--- config.mk ---
export PLATFORM = sky130hd
export DESIGN_NAME = cgrc_div
export DESIGN_NICKNAME = d
export VERILOG_FILES = /design/src/rtl/core/cgrc_pkg.sv /design/src/rtl/core/cgrc_div.sv
export SDC_FILE = /design/constraint.sdc
export NUM_CORES = 1
export LEC_CHECK = 0
export ABC_AREA = 1
export ABC_CLOCK_PERIOD_IN_PS = 2650
export BUFFER_PORTS_ARGS = -buffer_cell sky130_fd_sc_hd__buf_2
export CORE_MARGIN = 8
export CORE_UTILIZATION = 54
export CTS_CLUSTER_DIAMETER = 40
export DETAILED_ROUTE_END_ITERATION = 16
export HOLD_SLACK_MARGIN = 0.03
export PLACE_DENSITY = 0.79
export SLEW_MARGIN = 20
export SYNTH_ARGS = -nofsm -noshare
export SYNTH_HDL_FRONTEND = slang
export SYNTH_SLANG_ARGS = --single-unit
--- constraint.sdc ---
create_clock -name clk -period 2.65 [get_ports clk]
set_input_delay 0.265 -clock clk [delete_from_list [all_inputs] [get_ports clk]]
set_output_delay 0.265 -clock clk [all_outputs]
set_load 0.005 [all_outputs]
--- src/rtl/core/cgrc_pkg.sv ---
package cgrc_pkg;

  // field and register widths
  localparam int KIND_W     = 3;
  localparam int POS_W      = 15;
  localparam int POS_FRAC_W = 4;
  localparam int OCT_W      = 2;
  localparam int OCTC_W     = 3;
  localparam int SIZE_W     = 8;
  localparam int GRID_W     = 7;
  localparam int THR_W      = 16;
  localparam int OUT_CNT_W  = 13;
  localparam int CFG_IDX_W  = 2;
  localparam int CFG_DATA_W = 16;
  localparam int CELL_W     = 2;
  localparam int POS_INT_MAX = (1 << (POS_W - POS_FRAC_W)) - 1;

  // item kinds
  localparam logic [KIND_W-1:0] KIND_CLEAR    = 3'd0;
  localparam logic [KIND_W-1:0] KIND_MARK_OLD = 3'd1;
  localparam logic [KIND_W-1:0] KIND_MARK_NEW = 3'd2;
  localparam logic [KIND_W-1:0] KIND_EVAL     = 3'd3;
  localparam logic [KIND_W-1:0] KIND_QUERY    = 3'd4;

  // cell codes
  localparam logic [CELL_W-1:0] CELL_EMPTY = 2'd0;
  localparam logic [CELL_W-1:0] CELL_OLD   = 2'd1;
  localparam logic [CELL_W-1:0] CELL_NEW   = 2'd2;

  // register indexes
  localparam logic [CFG_IDX_W-1:0] REG_CELL_SIZE = 2'd0;
  localparam logic [CFG_IDX_W-1:0] REG_GRID_COLS = 2'd1;
  localparam logic [CFG_IDX_W-1:0] REG_GRID_ROWS = 2'd2;
  localparam logic [CFG_IDX_W-1:0] REG_RATIO_THR = 2'd3;

  // register reset values
  localparam logic [SIZE_W-1:0] RST_CELL_SIZE = 8'd10;
  localparam logic [GRID_W-1:0] RST_GRID_COLS = 7'd64;
  localparam logic [GRID_W-1:0] RST_GRID_ROWS = 7'd48;
  localparam logic [THR_W-1:0]  RST_RATIO_THR = 16'd256;

endpackage

--- src/rtl/core/cgrc_div.sv ---
module cgrc_div #(
  parameter int NUM_W = 12
) (
  input  logic                        clk,
  input  logic                        rst,
  input  logic                        start,
  input  logic [NUM_W-1:0]            num,
  input  logic [cgrc_pkg::SIZE_W-1:0] den,
  output logic                        busy,
  output logic                        done,
  output logic [NUM_W-1:0]            quo
);
  import cgrc_pkg::*;

  localparam int CNT_W = $clog2(NUM_W + 1);

  logic [SIZE_W-1:0] rem;
  logic [CNT_W-1:0]  cnt;
  logic [SIZE_W:0]   trial;

  // restoring divide, one quotient bit per cycle; quo shifts out the dividend
  assign trial = {rem, quo[NUM_W-1]};

  always_ff @(posedge clk) begin
    if (rst) begin
      busy <= 1'b0;
      done <= 1'b0;
      cnt  <= '0;
    end else begin
      done <= !start && busy && (cnt == CNT_W'(1));
      if (start) begin
        quo  <= num;
        rem  <= '0;
        cnt  <= CNT_W'(NUM_W);
        busy <= 1'b1;
      end else if (busy) begin
        if (trial >= {1'b0, den}) begin
          rem <= SIZE_W'(trial - {1'b0, den});
          quo <= {quo[NUM_W-2:0], 1'b1};
        end else begin
          rem <= SIZE_W'(trial);
          quo <= {quo[NUM_W-2:0], 1'b0};
        end
        cnt <= cnt - CNT_W'(1);
        if (cnt == CNT_W'(1)) begin
          busy <= 1'b0;
        end
      end
    end
  end

endmodule

======== After elaboration in Yosys (flattened, before gate mapping) ========
Cells that the tools add are included.
cells by class
  add/subtract/negate cells ............... 2
  $lt $le $gt $ge ......................... 1
  equal/unequal tests ..................... 1
  mux-type cells .......................... 10
  bitwise gates (word level) .............. 1
  reduce and logical (&&, ||, !) cells .... 6
operators with widths
  operator                                              count
  two-way mux 12 bit                                    2
  two-way mux 8 bit                                     2
  greater-or-equal comparator 9 x 8 -> 1 bit            1
  two-way mux 4 bit                                     2
  subtractor 8 bit                                      1
  equality test 4 x 1 -> 1 bit (second input constant)  1
  two-way mux 1 bit                                     4
  subtractor 4 x 1 -> 4 bit (second input constant)     1
  logical AND 1 bit                                     2
  AND reduction 2 bit                                   1
  nonzero test 2 bit                                    1
  OR reduction 2 bit                                    1
  zero test 1 bit                                       1
  NOT 1 bit                                             1
storage, ports and cells
  bits in registers ....................... 26
  input port bits ......................... 23
  output and inout bits ................... 14
  word-level logic and storage cells ...... 27

======== Longest topological paths before layout ========
  word-level depth ........................ 4
  gate-level depth with buffers ........... 11
  mapped depth without buffers ............ 11

======== Worst setup path before layout ========
No wires, ideal clock.
  path kind ............................... reg-to-reg
  start ................................... register busy
  end ..................................... register quo[0] (enable)
  library setup time ...................... 405 ps
  arrival ................................. 1543 ps
  data required time ...................... 2245 ps
  setup slack ............................. 702 ps
  cell stages (with the launch flop) ...... 3
  buffers on the path ..................... 0
  period minus slack after synthesis ...... 1948 ps
  cells stage by stage .................... dfxtp_1 > inv_1 > a21oi_1
between the ends
  longest elaborated chain between the ends .. 2
ends and longest elaborated chain
  element                               line            text
  start, declared                       cgrc_div.sv:9   output logic busy,
  start signal, assigned                cgrc_div.sv:26  busy <= 1'b0;
  start signal, assigned                cgrc_div.sv:35  busy <= 1'b1;
  start signal, assigned                cgrc_div.sv:46  busy <= 1'b0;
  nonzero test 2 bit (no source line)   --
  AND reduction 2 bit (no source line)  --
  end signal, assigned                  cgrc_div.sv:32  quo <= num;
  end signal, assigned                  cgrc_div.sv:39  quo <= {quo[NUM_W-2:0], 1'b1};
  end signal, assigned                  cgrc_div.sv:42  quo <= {quo[NUM_W-2:0], 1'b0};
  end, declared                         cgrc_div.sv:11  output logic [NUM_W-1:0] quo
No other way between the ends.
A chain may end at the register's enable or synchronous reset.

======== Worst setup path after layout ========
  start ................................... register rem[5]
  end ..................................... register rem[2], data pin
between the ends
  longest elaborated chain between the ends .. 3
ends and longest elaborated chain
  element                                     line            text
  start, declared                             cgrc_div.sv:17  logic [SIZE_W-1:0] rem;
  start signal, assigned                      cgrc_div.sv:38  rem <= SIZE_W'(trial - {1'b0, den});
  start signal, assigned                      cgrc_div.sv:41  rem <= SIZE_W'(trial);
  greater-or-equal comparator 9 x 8 -> 1 bit  cgrc_div.sv:37  if (trial >= {1'b0, den}) begin
  two-way mux 8 bit                           cgrc_div.sv:37
  two-way mux 8 bit                           cgrc_div.sv:36  end else if (busy) begin
No other way between the ends. The select of a mux whose other input is x is not followed.

==> metrics.cfg <==
[sta]
final_max_slew_viol_count = 0
hold_viol_final = 0
setup_viol = 0
setup-tns-final_ps = 0
grt_setup_unrepaired = false
min_period_ps = 1810
fin_skew_ps = 2.81
holdWs_ps = 142
relSlewSlack_pct = 73.0
timing_worst_slew_pin_value_ps = 405
period_share_pct = 68.4
fmaxAchievable_ghz = 0.552

[critical_path]
cp_data_arrival_time_ps = 1890
crit-reg2reg-launch = rem[5]$_SDFFCE_PP0P_
slowest_stage = edfxtp_1
worst-r2r-cell-count = 9
critical_path.cell_chain = ha_1, nand2_1, nand2_1, nand2_1, nand2_2, a21oi_4, nand2_4, nor2_1, nor2_2
regToRegSetupSlack_ps = 840
path_class = flip-flop to flip-flop
crit_buf_inv = 0
cp.required_ps = 2730
worst_r2r_endpoint = rem[2]$_SDFFCE_PP0P_
cp_top_family = simple AND/OR/NAND/NOR gates
critPathMaxFanout = 6
cp-start-kind = flip-flop
crit_path_end_kind = flip-flop
critPathLaunch = rem[5]$_SDFFCE_PP0P_
cp-endpoint = rem[2]$_SDFFCE_PP0P_
crit_cells = 9
cpPeakStageDelay_ps = 420
cpMostUsedCell = nand2_1

[synth]
syn_nets = 255
async_flop_share_pct = 0
ys_warn_count = 0
ys_top_cells_by_count = 77 x nand2_1, 36 x inv_1, 24 x nor2_1
synth-edff-count = 20
ys.flop_type = edfxtp_1
yosysTopAreaCellShare_pct = 34.9
ys_top_cells_by_area = edfxtp_1 35%, nand2_1 17%, inv_1 7.8%
synth_area_per_cell_um2 = 7.79
synth_largest_area_cell = edfxtp_1
synth.most_common_cell = nand2_1
ys_types = 28
synthCells = 221
ys_seq_area_share_pct = 41.9
netlist_area_um2 = 1720
ys_seq_elements = 26

[detailed_routing]
dr_total_vias = 1458
drc = 0
routedWlPerCell_um = 11.6
drt-pass1-iter-count = 4
dr.first_iter.drc_count = 87
drt-total-wl_mm = 3.53
via_per_inst = 4.78
ant_nets = 0

[grt]
met3_usage_pct = 3.86
grt.overflow.total = 0
antenna_found_initial = 0
grt_use_met1_pct = 17.2
gr-usage-met2_pct = 22.6
grt_max_degree = 16
grt_busiest_layer = met2
grt_pass1_wl_mm = 5.90
grt_util_all_layers_pct = 13.9
grt_pass1_vias = 1438

[floorplan]
fp.coreArea_um2 = 3050
die_y_um = 72.5
fp.dieArea_um2 = 5250
initial_core_util_pct = 56.4
io_pins = 37
core.rowCount = 20
die_x_um = 72.5

[placed_design]
dp_hpwl_mm = 2.94
portBuffers = 36
gp_congestion = 0.884

[clock_network]
postCtsSetupBuffers = 0
tritoncts = built
clk_pin_slew_ps = 130
h-tree-depth = 1
cts.sinks = 26
cts_root_buffer = clkbuf_4
clock_latency_ps = 310
ctsResizeCount = 0
cts_buffers = 3
cts-hold-fix-buffers = 0
cts_max_path_buffers = 2

[run]
maxCapViolations = 0

[power]
leakage_nw = 1.04
ir_drop_mv = 0.300
powerDensity_nw_per_um2 = 483

[hold_path]
hold_path_class = input port to flip-flop

[layout]
final_layout_size_suffix_gt1_share_pct = 23.4
fillers = 276
area_growth_pct = 15.5
final_nets = 296
n_antenna_cell = 0

[outcome]
status = completed

[report_power, final]
part	internal (mW)	switching (mW)
combinational	0.117	0.183
clock	0.0587	0.107
sequential	0.478	0.0169
[through the flow]
| step | instance area, um^2 | worst slack (ps) | power [mW] | std cells | util (%) |
|---|---|---|---|---|---|
| floorplan | 1720 | 702 | 0.722 | 221 | - |
| global placement | 1960 | 871 | 0.798 | 301 | 64.3 |
| detailed placement | 1960 | 842 | 0.805 | 301 | 64.3 |
| CTS | 1990 | 832 | 0.971 | 305 | 65.1 |
| global route | 1990 | 685 | 1.03 | 305 | 65.1 |
| finish | 1990 | 837 | 0.960 | 305 | 65.1 |
[worst register-to-register path: cells and delay by family (launching register included)]
kind,cells,cell delay (ps)
AOI/OAI and AO/OA,1,210
adders and majority gates,1,360
DFF,1,420
and+or+nand+nor,7,590
[cell families after synthesis]
logic type	count (synthesis)	share of synthesized area [%]
AND/OR/NAND/NOR	131	34.4
buffers and inverters	39	9.08
flip-flops	26	41.9
AO/OA/AOI/OAI	11	4.72
adder cells (fa/ha/maj)	11	8.43
XOR/XNOR	3	1.53
[layout make-up]
cell class | instances | area, um^2 | area share (%)
timing repair buffer | 39 | 203 | 10.2
tap | 44 | 55.1 | 2.77
multi-input combinational | 156 | 848 | 42.7
sequential | 26 | 721 | 36.2
inverter | 36 | 135 | 6.80
clock buffer | 4 | 26.3 | 1.32
[sequential cells by signal, indices dropped and copies added, names as in the netlist]
signal,count
quo,12
cnt,4
done,1
busy,1
rem,8
[how the worst min path moves through the flow]
stage	end	startpoint	slack [ps]	cells after the start
6_report	cnt[3]$_SDFFE_PP0N_	rst	140	2
5_1_grt	cnt[3]$_SDFFE_PP0N_	rst	140	2
4_1_cts	cnt[3]$_SDFFE_PP0N_	rst	130	2
3_5_place_dp	cnt[3]$_SDFFE_PP0N_	cnt[3]$_SDFFE_PP0N_	470	2
3_3_place_gp	cnt[3]$_SDFFE_PP0N_	cnt[3]$_SDFFE_PP0N_	460	2
2_1_floorplan	cnt[3]$_SDFFE_PP0N_	rst	330	1
[per-layer routing]
| metal | share of wire (%) | up-vias |
|---|---|---|
| met4 | 0.96 | 0 |
| met3 | 6.8 | 4 |
| met1 | 46 | 643 |
| li1 | - | 770 |
| met2 | 46 | 41 |
| met5 | 0 | - |
[cell usage in the layout (no fill, tap or decap), types with 3 or more instances in the layout]
master | synthesis | final
nand2_2 | 4 | 4
buf_2 | 0 | 36
inv_1 | 36 | 36
buf_4 | 0 | 3
a21oi_1 | 4 | 3
dfxtp_1 | 6 | 6
ha_1 | 10 | 10
nor2_1 | 24 | 24
nand2_1 | 77 | 77
clkbuf_4 | 0 | 3
edfxtp_1 | 20 | 20
nand3_1 | 9 | 9
nor2_2 | 5 | 5
Note: power is estimated with default switching activity, not from simulation.
